File: src/rtl/itpt_pkg.sv
`default_nettype none

package itpt_pkg;

  localparam int MAX_FIELD_WIDTH = 64;
  localparam int DIGIT_SLOTS     = 24;
  localparam int PREC_LIMIT      = 60;

  localparam int MAG_W    = 64;
  localparam int CNT_W    = 7;
  localparam int DIG_BITS = DIGIT_SLOTS * 4;
  localparam int NDIG_W   = $clog2(DIGIT_SLOTS + 1);
  localparam int SCAN_W   = $clog2(DIGIT_SLOTS);
  localparam int ITER_W   = $clog2(MAG_W);

  localparam logic [1:0] RADIX_OCT = 2'd0;
  localparam logic [1:0] RADIX_DEC = 2'd1;
  localparam logic [1:0] RADIX_HEX = 2'd2;

  localparam logic [7:0] CH_SPACE = 8'h20;
  localparam logic [7:0] CH_PLUS  = 8'h2B;
  localparam logic [7:0] CH_MINUS = 8'h2D;
  localparam logic [7:0] CH_ZERO  = 8'h30;
  localparam logic [7:0] CH_X_UP  = 8'h58;
  localparam logic [7:0] CH_X_LO  = 8'h78;

  localparam logic [16*8-1:0] HEX_UPPER = "0123456789ABCDEF";
  localparam logic [16*8-1:0] HEX_LOWER = "0123456789abcdef";

  typedef struct packed {
    logic       start;
    logic [1:0] radix;
    logic       pop;
  } dig_ctl_t;

  typedef struct packed {
    logic              done;
    logic [NDIG_W-1:0] ndig;
    logic [3:0]        top;
  } dig_stat_t;

  function automatic logic [7:0] digit_char(input logic [3:0] d, input logic upper);
    logic [3:0] pos;
    pos = 4'd15 - d;
    if (upper) begin
      digit_char = HEX_UPPER[pos*8 +: 8];
    end else begin
      digit_char = HEX_LOWER[pos*8 +: 8];
    end
  endfunction

endpackage

`default_nettype wire

File: src/rtl/itpt_digit_unit.sv
`default_nettype none

module itpt_digit_unit
  import itpt_pkg::*;
(
  input  logic             clk_i,
  input  logic             rst_ni,
  input  dig_ctl_t         ctl_i,
  input  logic [MAG_W-1:0] magnitude_i,
  output dig_stat_t        stat_o
);

  localparam int OCT_BITS = DIGIT_SLOTS * 3;
  localparam logic [ITER_W-1:0] ITER_LAST = ITER_W'(MAG_W - 1);
  localparam logic [SCAN_W-1:0] SCAN_LAST = SCAN_W'(DIGIT_SLOTS - 1);

  typedef enum logic [1:0] {U_IDLE, U_DEC, U_SCAN, U_DONE} ustate_e;

  ustate_e             state_q;
  logic [DIG_BITS-1:0] dig_q;
  logic [MAG_W-1:0]    bin_q;
  logic [ITER_W-1:0]   iter_q;
  logic [SCAN_W-1:0]   scan_q;
  logic [NDIG_W-1:0]   ndig_q;

  logic [OCT_BITS-1:0] oct_ext;
  logic [DIG_BITS-1:0] oct_load;
  logic [DIG_BITS-1:0] hex_load;
  logic [DIG_BITS-1:0] adj;
  logic [DIG_BITS-1:0] dabble;
  logic [DIG_BITS-1:0] shift_up;
  logic [3:0]          top;

  assign oct_ext  = {{(OCT_BITS - MAG_W){1'b0}}, magnitude_i};
  assign hex_load = {{(DIG_BITS - MAG_W){1'b0}}, magnitude_i};

  always_comb begin
    for (int i = 0; i < DIGIT_SLOTS; i++) begin
      oct_load[4*i +: 4] = {1'b0, oct_ext[3*i +: 3]};
    end
  end

  // add-3 correction on every BCD digit, then shift one binary bit in
  always_comb begin
    for (int i = 0; i < DIGIT_SLOTS; i++) begin
      if (dig_q[4*i +: 4] >= 4'd5) begin
        adj[4*i +: 4] = dig_q[4*i +: 4] + 4'd3;
      end else begin
        adj[4*i +: 4] = dig_q[4*i +: 4];
      end
    end
  end

  assign dabble   = {adj[DIG_BITS-2:0], bin_q[MAG_W-1]};
  assign top      = dig_q[DIG_BITS-1 -: 4];
  assign shift_up = {dig_q[DIG_BITS-5:0], 4'h0};

  always_ff @(posedge clk_i or negedge rst_ni) begin
    if (!rst_ni) begin
      state_q <= U_IDLE;
      dig_q   <= '0;
      bin_q   <= '0;
      iter_q  <= '0;
      scan_q  <= '0;
      ndig_q  <= '0;
    end else if (ctl_i.start) begin
      scan_q <= '0;
      if (ctl_i.radix == RADIX_DEC) begin
        dig_q   <= '0;
        bin_q   <= magnitude_i;
        iter_q  <= '0;
        state_q <= U_DEC;
      end else begin
        dig_q   <= (ctl_i.radix == RADIX_OCT) ? oct_load : hex_load;
        state_q <= U_SCAN;
      end
    end else begin
      case (state_q)
        U_DEC: begin
          dig_q  <= dabble;
          bin_q  <= {bin_q[MAG_W-2:0], 1'b0};
          iter_q <= iter_q + ITER_W'(1);
          if (iter_q == ITER_LAST) begin
            state_q <= U_SCAN;
          end
        end
        U_SCAN: begin
          // align the leading nonzero digit to the top slot
          if (top != 4'd0 || scan_q == SCAN_LAST) begin
            ndig_q  <= NDIG_W'(DIGIT_SLOTS) - NDIG_W'(scan_q);
            state_q <= U_DONE;
          end else begin
            dig_q  <= shift_up;
            scan_q <= scan_q + SCAN_W'(1);
          end
        end
        U_DONE: begin
          if (ctl_i.pop) begin
            dig_q <= shift_up;
          end
        end
        default: begin
          state_q <= U_IDLE;
        end
      endcase
    end
  end

  assign stat_o.done = (state_q == U_DONE);
  assign stat_o.ndig = ndig_q;
  assign stat_o.top  = top;

endmodule

`default_nettype wire

File: src/rtl/integer_to_padded_text.sv
// Integer to padded text: one printf-style integer conversion per input item.
//
// Input channel (in_valid_i / in_ready_o) carries one request: magnitude, sign,
// radix, case, field width, precision and the five flags. Output channel
// (out_valid_o / out_ready_i) returns the text one ASCII character per item,
// with last_char_o set on the final character. A request with no text (zero
// value and precision, no sign, width or octal alternate form) returns nothing.
//
// Steps per request: decimal runs a shift-and-add-3 conversion on one shared
// BCD register, while octal and hex load their digits straight into it. A
// digit alignment scan and the layout step follow, and the text then leaves
// at one character per cycle while the receiver is ready. in_ready_o is high
// only between requests; the next request may be taken while the final
// character still sits in the output register.
//
// Reset clears the sequencer and drops any pending output. When the receiver
// stalls, the output register holds its character and emission pauses.
`default_nettype none

module integer_to_padded_text
  import itpt_pkg::*;
(
  input  logic              clk_i,
  input  logic              rst_ni,
  input  logic              in_valid_i,
  output logic              in_ready_o,
  input  logic [MAG_W-1:0]  magnitude_i,
  input  logic              negative_i,
  input  logic [1:0]        radix_select_i,
  input  logic              upper_case_i,
  input  logic [6:0]        field_width_i,
  input  logic signed [6:0] precision_i,
  input  logic              left_justify_i,
  input  logic              zero_fill_i,
  input  logic              show_plus_i,
  input  logic              space_sign_i,
  input  logic              alternate_form_i,
  output logic              out_valid_o,
  input  logic              out_ready_i,
  output logic [7:0]        char_out_o,
  output logic              last_char_o
);

  typedef enum logic [1:0] {T_IDLE, T_CONV, T_PLAN, T_EMIT} tstate_e;

  // text segments in output order
  typedef enum logic [2:0] {
    SEG_LPAD, SEG_SIGN, SEG_PFX, SEG_ZERO, SEG_DIG, SEG_RPAD
  } seg_e;
  localparam int SEG_N = 6;

  tstate_e          state_q;
  seg_e             seg_q;
  logic [CNT_W-1:0] len_q [SEG_N];
  logic [CNT_W-1:0] cnt_q;
  logic [CNT_W-1:0] left_q;

  // request held for the duration of the conversion
  logic       neg_q, upper_q, lj_q, zf_q, plus_q, spc_q, alt_q, mag_zero_q;
  logic [1:0] radix_q;
  logic [6:0] width_q;
  logic       prec_none_q;
  logic [5:0] prec_val_q;

  logic       out_valid_q, last_q;
  logic [7:0] char_q;

  dig_ctl_t  dig_ctl;
  dig_stat_t dig_stat;

  itpt_digit_unit u_digits (
    .clk_i       (clk_i),
    .rst_ni      (rst_ni),
    .ctl_i       (dig_ctl),
    .magnitude_i (magnitude_i),
    .stat_o      (dig_stat)
  );

  logic in_fire, emit_fire;
  assign in_ready_o = (state_q == T_IDLE);
  assign in_fire    = in_valid_i && in_ready_o;
  assign emit_fire  = (state_q == T_EMIT) && (!out_valid_q || out_ready_i);

  assign dig_ctl.start = in_fire;
  assign dig_ctl.radix = radix_select_i;
  assign dig_ctl.pop   = emit_fire && (seg_q == SEG_DIG);

  // layout of the text, worked out once the digit count is known
  logic [CNT_W-1:0] ndig_c, prec_c, zprec, content, pad, total;
  logic [1:0]       plen;
  logic             sign_on, zfill;
  logic [7:0]       sign_ch;
  logic [CNT_W-1:0] plan_len [SEG_N];
  seg_e             first_seg, nxt_seg;

  always_comb begin
    // zero value with zero precision prints no digits
    if (mag_zero_q && !prec_none_q && prec_val_q == 6'd0) begin
      ndig_c = '0;
    end else begin
      ndig_c = CNT_W'(dig_stat.ndig);
    end
    prec_c = {1'b0, prec_val_q};
    if (!prec_none_q && prec_c > ndig_c) begin
      zprec = prec_c - ndig_c;
    end else begin
      zprec = '0;
    end

    sign_on = neg_q || plus_q || spc_q;
    if (neg_q) begin
      sign_ch = CH_MINUS;
    end else if (plus_q) begin
      sign_ch = CH_PLUS;
    end else begin
      sign_ch = CH_SPACE;
    end

    plen = 2'd0;
    if (alt_q) begin
      if (radix_q == RADIX_OCT) begin
        // octal gets its leading zero unless the digit text already opens with one
        if (zprec == '0 && !(mag_zero_q && (prec_none_q || prec_val_q != 6'd0))) begin
          plen = 2'd1;
        end
      end else if (radix_q != RADIX_DEC && !mag_zero_q) begin
        plen = 2'd2;
      end
    end

    content = CNT_W'(sign_on) + CNT_W'(plen) + zprec + ndig_c;
    pad     = (width_q > content) ? width_q - content : '0;
    total   = content + pad;
    zfill   = zf_q && !lj_q && prec_none_q;

    plan_len[SEG_LPAD] = (!lj_q && !zfill) ? pad : '0;
    plan_len[SEG_SIGN] = CNT_W'(sign_on);
    plan_len[SEG_PFX]  = CNT_W'(plen);
    plan_len[SEG_ZERO] = zprec + (zfill ? pad : '0);
    plan_len[SEG_DIG]  = ndig_c;
    plan_len[SEG_RPAD] = lj_q ? pad : '0;
  end

  // first nonempty segment, and the next nonempty one after the current
  always_comb begin
    first_seg = SEG_RPAD;
    nxt_seg   = SEG_RPAD;
    for (int j = SEG_N - 1; j >= 0; j--) begin
      if (plan_len[j] != '0) begin
        first_seg = seg_e'(3'(j));
      end
      if (3'(j) > seg_q && len_q[j] != '0) begin
        nxt_seg = seg_e'(3'(j));
      end
    end
  end

  logic [7:0] emit_ch;
  always_comb begin
    case (seg_q)
      SEG_SIGN: emit_ch = sign_ch;
      SEG_PFX: begin
        if (cnt_q == CNT_W'(1) && len_q[SEG_PFX] == CNT_W'(2)) begin
          emit_ch = upper_q ? CH_X_UP : CH_X_LO;
        end else begin
          emit_ch = CH_ZERO;
        end
      end
      SEG_ZERO: emit_ch = CH_ZERO;
      SEG_DIG:  emit_ch = digit_char(dig_stat.top, upper_q);
      default:  emit_ch = CH_SPACE;
    endcase
  end

  always_ff @(posedge clk_i or negedge rst_ni) begin
    if (!rst_ni) begin
      state_q     <= T_IDLE;
      seg_q       <= SEG_LPAD;
      cnt_q       <= '0;
      left_q      <= '0;
      for (int j = 0; j < SEG_N; j++) begin
        len_q[j] <= '0;
      end
      neg_q       <= 1'b0;
      upper_q     <= 1'b0;
      lj_q        <= 1'b0;
      zf_q        <= 1'b0;
      plus_q      <= 1'b0;
      spc_q       <= 1'b0;
      alt_q       <= 1'b0;
      mag_zero_q  <= 1'b0;
      radix_q     <= RADIX_OCT;
      width_q     <= '0;
      prec_none_q <= 1'b1;
      prec_val_q  <= '0;
      out_valid_q <= 1'b0;
      last_q      <= 1'b0;
      char_q      <= '0;
    end else begin
      // load a new character, or drop the one the receiver just took
      if (emit_fire) begin
        out_valid_q <= 1'b1;
      end else if (out_valid_q && out_ready_i) begin
        out_valid_q <= 1'b0;
      end
      case (state_q)
        T_IDLE: begin
          if (in_fire) begin
            neg_q       <= negative_i;
            upper_q     <= upper_case_i;
            lj_q        <= left_justify_i;
            zf_q        <= zero_fill_i;
            plus_q      <= show_plus_i;
            spc_q       <= space_sign_i;
            alt_q       <= alternate_form_i;
            mag_zero_q  <= (magnitude_i == '0);
            radix_q     <= radix_select_i;
            // saturate width and precision to their limits
            width_q     <= (field_width_i > 7'(MAX_FIELD_WIDTH)) ?
                           7'(MAX_FIELD_WIDTH) : field_width_i;
            prec_none_q <= precision_i[6];
            prec_val_q  <= (precision_i[5:0] > 6'(PREC_LIMIT)) ?
                           6'(PREC_LIMIT) : precision_i[5:0];
            state_q     <= T_CONV;
          end
        end
        T_CONV: begin
          if (dig_stat.done) begin
            state_q <= T_PLAN;
          end
        end
        T_PLAN: begin
          for (int j = 0; j < SEG_N; j++) begin
            len_q[j] <= plan_len[j];
          end
          seg_q  <= first_seg;
          cnt_q  <= plan_len[first_seg];
          left_q <= total;
          // drop a request that produces no text
          state_q <= (total == '0) ? T_IDLE : T_EMIT;
        end
        T_EMIT: begin
          if (emit_fire) begin
            char_q      <= emit_ch;
            last_q      <= (left_q == CNT_W'(1));
            left_q      <= left_q - CNT_W'(1);
            if (left_q == CNT_W'(1)) begin
              state_q <= T_IDLE;
            end else if (cnt_q == CNT_W'(1)) begin
              seg_q <= nxt_seg;
              cnt_q <= len_q[nxt_seg];
            end else begin
              cnt_q <= cnt_q - CNT_W'(1);
            end
          end
        end
        default: begin
          state_q <= T_IDLE;
        end
      endcase
    end
  end

  assign out_valid_o = out_valid_q;
  assign char_out_o  = char_q;
  assign last_char_o = last_q;

  // digits are only taken once the converter has aligned them
  a_dig_ready: assert property (@(posedge clk_i) disable iff (!rst_ni)
    (emit_fire && seg_q == SEG_DIG) |-> dig_stat.done)
    else $error("digit emitted before conversion finished");

  // a taken request keeps the block busy
  a_busy_after_accept: assert property (@(posedge clk_i) disable iff (!rst_ni)
    in_fire |=> !in_ready_o)
    else $error("ready right after accepting a request");

  // emission always has characters left to send
  a_left_nonzero: assert property (@(posedge clk_i) disable iff (!rst_ni)
    (state_q == T_EMIT) |-> (left_q != '0))
    else $error("emitting with no characters left");

  // the final character returns the sequencer to idle
  a_last_ends: assert property (@(posedge clk_i) disable iff (!rst_ni)
    (emit_fire && left_q == CNT_W'(1)) |=> (state_q == T_IDLE && last_char_o))
    else $error("final character did not end the conversion");

endmodule

`default_nettype wire

File: config.mk
export PLATFORM = sky130hd
export DESIGN_NAME = integer_to_padded_text
export DESIGN_NICKNAME = d
export VERILOG_FILES = /design/src/rtl/itpt_pkg.sv /design/src/rtl/itpt_digit_unit.sv /design/src/rtl/integer_to_padded_text.sv
export SDC_FILE = /design/constraint.sdc
export NUM_CORES = 1
export LEC_CHECK = 0
export ABC_CLOCK_PERIOD_IN_PS = 17800
export BUFFER_PORTS_ARGS = -buffer_cell sky130_fd_sc_hd__buf_4
export CORE_ASPECT_RATIO = 0.9
export CORE_MARGIN = 1
export CORE_UTILIZATION = 45
export DETAILED_ROUTE_END_ITERATION = 16
export GPL_ROUTABILITY_DRIVEN = 0
export HOLD_SLACK_MARGIN = 0.06
export SLEW_MARGIN = 20
export SYNTH_ARGS = -nofsm -noshare
export SYNTH_HDL_FRONTEND = slang
export SYNTH_SLANG_ARGS = --single-unit
File: constraint.sdc
create_clock -name clk_i -period 17.8 [get_ports clk_i]
set_input_delay 0.89 -clock clk_i [delete_from_list [all_inputs] [get_ports clk_i]]
set_output_delay 0.89 -clock clk_i [all_outputs]
set_load 0.005 [all_outputs]
After elaboration in Yosys (flattened, before gate mapping)
Cells that the tools add are included.
Word-level totals
  input bits: 91
  word-level logic and storage cells: 297
  register bits: 262
  output and inout bits: 11
Cells by class
  add/sub/neg operators: 37
  shift operators: 2
  mux-type cells: 96
  eq/ne operators: 30
  bitwise logic cells: 3
  $lt $le $gt $ge: 35
  reductions and logical operators: 63
Operators by type and width (count)
  96-bit 2-to-1 mux: 4
  96-bit case mux with 3 select lines: 1
  128-bit by 8-bit variable part select with 8-bit output (first input constant): 2
  64-bit 2-to-1 mux: 3
  7-bit 2-to-1 mux: 15
  4-bit 2-to-1 mux: 25
  4-bit by 3-bit >= comparator with 1-bit output (second input constant): 24
  4-bit by 2-bit adder with 4-bit output (second input constant): 23
  85-bit 2-to-1 mux: 1
  64-bit logical NOT: 1
  7-bit nonzero test: 8
  7-bit binary-select mux with 3-bit select: 2
  3-bit 2-to-1 mux: 12
  8-bit case mux with 4 select lines: 1
  6-bit 2-to-1 mux: 5
  7-bit case mux with 2 select lines: 2
  2-bit 2-to-1 mux: 12
  7-bit adder: 3
  5-bit 2-to-1 mux: 4
  1-bit logical AND: 19
  7-bit by 1-bit equality test with 1-bit output (second input constant): 2
  7-bit logical NOT: 2
  7-bit by 1-bit subtractor with 7-bit output (second input constant): 2
  2-bit by 1-bit inequality test with 1-bit output (second input constant): 6
  other kinds (44): 87

Depth between registers and ports, before layout
  word-level depth: 29
  mapped depth: 38

Hierarchy
A second synthesis with hierarchy kept.
Unflattened totals
  cells, all modules: 2047
  area, all modules: 17400.4 um^2
By module, submodules not included
  itpt_digit_unit: area an instance 11461.0 um^2, cells each 1302, times used 1, sequential area each 4454.3 um^2
  integer_to_padded_text: area an instance 5939.4 um^2, cells each 745, times used 1, sequential area each 1853.0 um^2

Worst setup path before layout
No wires, ideal clock.
  path type: flip-flop to flip-flop
  start: register prec_val_q[1]
  end: register cnt_q[1]
  data arrival time: 7.844 ns
  data required time: 17.674 ns
  cell stages (with the launch flop): 35
  setup slack: 9.830 ns
  path through: dfrtp_1 -> nor4_1 -> nand3_1 -> nand2_1 -> inv_1 -> ha_1 -> and4b_1 -> a31oi_2 -> nand2_1 -> or2_2 -> fa_1 -> inv_1 -> ha_1 -> fa_1 -> a21o_1 -> a21oi_1 -> xnor2_1 -> inv_1 -> ha_1 -> a21oi_1 -> nor2b_1 -> o41ai_2 -> clkbuf_1 -> nor3_1 -> ha_1 -> fa_1 -> a211oi_1 -> o21bai_1 -> a21oi_1 -> xor2_1 -> xnor2_2 -> nor4b_4 -> nor2b_1 -> nor4_1 -> o32a_1
On the way
  word-level cells in the longest chain between the ends: 28
RTL lines
  from (decl): RTL line integer_to_padded_text.sv:63  | logic [5:0] prec_val_q;
  from (signal assigned): RTL line integer_to_padded_text.sv:222  | prec_val_q <= (precision_i[5:0] > 6'(PREC_LIMIT)) ?
  6-bit logical NOT (*): RTL line integer_to_padded_text.sv:98  | if (mag_zero_q && !prec_none_q && prec_val_q == 6'd0) begin
  1-bit logical AND (*): RTL line integer_to_padded_text.sv:98
  5-bit 2-to-1 mux (*): RTL line integer_to_padded_text.sv:98
  net ndig_c[0]: RTL line integer_to_padded_text.sv:89  | logic [CNT_W-1:0] ndig_c, prec_c, zprec, content, pad, total;
  6-bit by 7-bit > comparator with 1-bit output: RTL line integer_to_padded_text.sv:104  | if (!prec_none_q && prec_c > ndig_c) begin
  1-bit logical AND: RTL line integer_to_padded_text.sv:104
  7-bit 2-to-1 mux: RTL line integer_to_padded_text.sv:104
  7-bit logical NOT: RTL line integer_to_padded_text.sv:123  | if (zprec == '0 && !(mag_zero_q && (prec_none_q || prec_val_q != 6'd0))) begin
  [... 9 more ...]
  7-bit 2-to-1 mux: RTL line integer_to_padded_text.sv:139  | plan_len[SEG_ZERO] = zprec + (zfill ? pad : '0);
  7-bit adder: RTL line integer_to_padded_text.sv:139
  7-bit nonzero test: RTL line integer_to_padded_text.sv:149  | if (plan_len[j] != '0) begin
  3-bit 2-to-1 mux (4 in series): RTL line integer_to_padded_text.sv:149
  3-bit NOT with 4-bit output (implied by the code): RTL line integer_to_padded_text.sv:237  | cnt_q <= plan_len[first_seg];
  7-bit binary-select mux with 3-bit select (*): RTL line integer_to_padded_text.sv:237
  7-bit 2-to-1 mux (implied by the code) (*) (2 in series): RTL line integer_to_padded_text.sv:237
  7-bit case mux with 2 select lines (*): RTL line integer_to_padded_text.sv:206  | case (state_q)
  to (signal assigned): RTL line integer_to_padded_text.sv:237
  to (signal assigned): RTL line integer_to_padded_text.sv:251  | cnt_q <= len_q[nxt_seg];
  to (signal assigned): RTL line integer_to_padded_text.sv:253  | cnt_q <= cnt_q - CNT_W'(1);
  to (decl): RTL line integer_to_padded_text.sv:55  | logic [CNT_W-1:0] cnt_q;
Mark *: on every way through the listed nets, which the timed path passes. The rest lies on a longest branch. The select of a mux whose other input is x is not followed.
A chain may end at the register's enable or synchronous reset.

Final worst setup path
Ends and elaborated chain as after synthesis.

==> results.toml <==
[floorplan]
die_area_sq_um = 39900
row_count = 68
start_util_pct = 45.7
chipWidth_um = 210
io_pins = 102
die_y_um = 190
core_sq_um = 38500

[logic_synthesis]
synth_cells = 2141
ys_ff_latch = 252
ys.flop_type = "dfrtp_1"
yosysSeqAreaShare_pct = 35.9
async_reset_ff_share_pct = 100
synth_edf_count = 0
syn_area_per_cell_sq_um = 8.21
synth_area_sq_um = 17600
synth_nets = 2333
synth_cell_types = 77
yosysWarnings = 0

[finish]
area_growth_pct = 11.9
antennaDiodeCount = 0
layout-drive-gt1-share_pct = 8.68
final_area_sq_um = 19700
nNetsFinal = 2335
final_cells = 2692

[global_route]
grt_use_total_pct = 26.5
grt_pass1_wl_um = 84500
grt_antenna_before_repair = 0
gr-total-overflow = 0
grt_pass1_vias = 15000
grt_max_degree = 130

[clock_network]
cts_buffer_depth = 3
clock_latency_ns = 0.59
clk_pin_slew_worst_paths_ns = 0.06
post_cts_buffers = 0
cts.sinks = 252
cts_resized = 0
cts_made_buffers = 30
cts_tree = "built"
cts_hold_buf = 0
cts_max_level = 1
root_buffer = "clkbuf_16"

[sta]
timing.setup.tns_ns = 0
fin_crit_sh_pct = 49.1
relSlewSlack_pct = 26.2
hold_viol = 0
tightest_slew_ns = 1.10
setup_viol = 0
clock_skew_ns = 0.0310
fmax_ghz = 0.114
drv_slew = 0
rsz0062_at_grt = "false"
fin_crit_ns = 8.75

[worst_setup_path]
max_stage_delay_ns = 0.49
crit_fanout = 15
cp.required_ns = 18.25
critPathMostFrequentCell = "ha_1"
path_class = "reg2reg"
cp-end-kind = "flip-flop"
crit_slowest_cell = "fa_1"
start_kind = "flip-flop"
critical_path_arrival_ns = 9.20

[route]
drt_iter0_markers = 1346
ant_nets = 0
via_per_inst = 5.95
via_count = 16000
firstDrtPassIters = 5
wl_um = 52600
drc = 0
drt-wirelength-per-cell_um = 19.5

[status]
outcome = "finished clean"

[placement]
dpl.cell_count = 2635
placed_area_sq_um = 18600
hpwl_um = 36500
portBuffers = 100

[hold_path]
worstHoldPathType = "in2async"

[job]
maxCapViolCount = 0
-- kinds of logic after synthesis --
group | share of synthesized area [%]
AO/OA/AOI/OAI | 23.1
XOR/XNOR | 2.83
adder cells (fa/ha/maj) | 7.49
buffers and inverters | 5.26
flip-flops | 35.9
multiplexers | 4.53
other | 0.0213
AND/OR/NAND/NOR | 20.9
-- layout make-up --
cell class / instances / area (sq um)
tap: 525 / 657
sequential: 252 / 6310
inverter: 96 / 360
multi-input combinational: 1645 / 10400
clock buffer: 44 / 863
fill: 3760 / 18800
timing repair buffer: 118 / 913
clock inverter: 12 / 189
-- sequential cells by signal, summed over array words and instances, names as in the netlist, 2 cells and up --
| register | flops |
|---|---|
| u_digits.ndig_q | 5 |
| u_digits.state_q | 2 |
| width_q | 7 |
| u_digits.scan_q | 5 |
| u_digits.iter_q | 6 |
| left_q | 7 |
| seg_q | 3 |
| radix_q | 2 |
| len_q | 22 |
| state_q | 2 |
| cnt_q | 7 |
| prec_val_q | 6 |
| u_digits.bin_q | 64 |
| u_digits.dig_q | 96 |
| char_out_o | 7 |
-- final timing paths --
kind                                from                  to  slack, ns  cells after the start
hold / removal                    rst_ni  u_digits.dig_q[24]       0.19                      1
min in group clk_i         char_out_o[6]       char_out_o[6]       0.48                      2
setup / recovery           prec_val_q[1]            cnt_q[1]       9.05                     35
max in group asynchronous         rst_ni       prec_val_q[1]      15.86                      3
hold reg to reg            char_out_o[6]       char_out_o[6]       0.48                      2
setup reg to reg           prec_val_q[1]            cnt_q[1]       9.05                     35
-- worst max-delay path, delay by kind of cell (launching register included) --
family	cells	cell delay, ns
flip-flops	1	0.40
XOR/XNOR	3	0.64
buffers and inverters	4	0.46
AO/OA/AOI/OAI	9	2.07
AND/OR/NAND/NOR	12	2.62
adder cells (fa/ha/maj)	7	2.40
-- per-layer routing --
metal	wire length, um	vias up	global-route usage (%)
met5	0	-	0
met4	1130	0	6.29
met1	25300	7728	39.9
li1	-	7705	-
met3	3570	71	4.40
met2	22500	510	39.4
-- Yosys cell counts, types with 4 or more instances --
| cell type | n | area (sq um) |
|---|---|---|
| a211oi_1 | 96 | 721 |
| a21o_1 | 9 | 67.6 |
| a21oi_1 | 151 | 756 |
| a221oi_1 | 12 | 105 |
| a22o_1 | 5 | 43.8 |
| a22oi_1 | 21 | 158 |
| a311oi_1 | 13 | 114 |
| a31oi_1 | 35 | 219 |
| and2_1 | 5 | 31.3 |
| and3_1 | 8 | 50.1 |
| buf_1 | 11 | 41.3 |
| buf_2 | 4 | 20.0 |
| clkbuf_1 | 132 | 495 |
| dfrtp_1 | 251 | 6280 |
| fa_1 | 7 | 140 |
| ha_1 | 94 | 1180 |
| inv_1 | 95 | 357 |
| mux2_2 | 4 | 45.0 |
| mux2i_1 | 75 | 751 |
| nand2_1 | 332 | 1250 |
| nand2b_1 | 34 | 213 |
| nand3_1 | 39 | 195 |
| nand3b_1 | 31 | 233 |
| nand4_1 | 13 | 81.3 |
| nand4b_1 | 18 | 158 |
| nor2_1 | 152 | 571 |
| nor2b_1 | 17 | 106 |
| nor3_1 | 24 | 120 |
| nor3b_1 | 47 | 353 |
| nor4_1 | 26 | 163 |
| o211ai_1 | 6 | 45.0 |
| o21a_1 | 6 | 45.0 |
| o21ai_0 | 184 | 921 |
| o21bai_1 | 5 | 37.5 |
| o22ai_1 | 4 | 25.0 |
| o31ai_1 | 52 | 390 |
| o41ai_1 | 7 | 61.3 |
| or3_1 | 8 | 50.1 |
| xnor2_1 | 41 | 359 |
| xor2_1 | 14 | 123 |
-- layout by cell type (no fill, tap or decap), types with 9 or more instances in the layout --
cell       count
nor2_1       149
nand3b_1      31
a21oi_1      151
clkbuf_16     30
nor3_1        24
xnor2_1       41
inv_1         95
a22oi_1       21
nor4_1        26
a31oi_1       35
a221oi_1      12
mux2i_1       75
xor2_1        14
nor2b_1       17
nand4_1       13
nor3b_1       47
nand4b_1      18
ha_1          94
o31ai_1       52
nand2_1      330
a311oi_1      13
nand2b_1      34
o21ai_0      184
dfrtp_1      251
a21o_1         9
nand3_1       39
buf_4        116
a211oi_1      96
-- metrics by stage --
step | setup slack [ns] | hold slack [ns] | util, %
after floorplan | 9.83 | 0.445 | -
after global placement | 9.43 | 0.460 | 48.4
after detailed placement | 9.19 | 0.465 | 48.4
after CTS | 9.12 | 0.480 | 51.1
after global routing | 8.44 | 0.189 | 51.2
final | 9.05 | 0.192 | 51.2
Power is left out: the tool's default activity adds up to more than one toggle a clock period on the data nets, which glitch-free logic cannot reach.
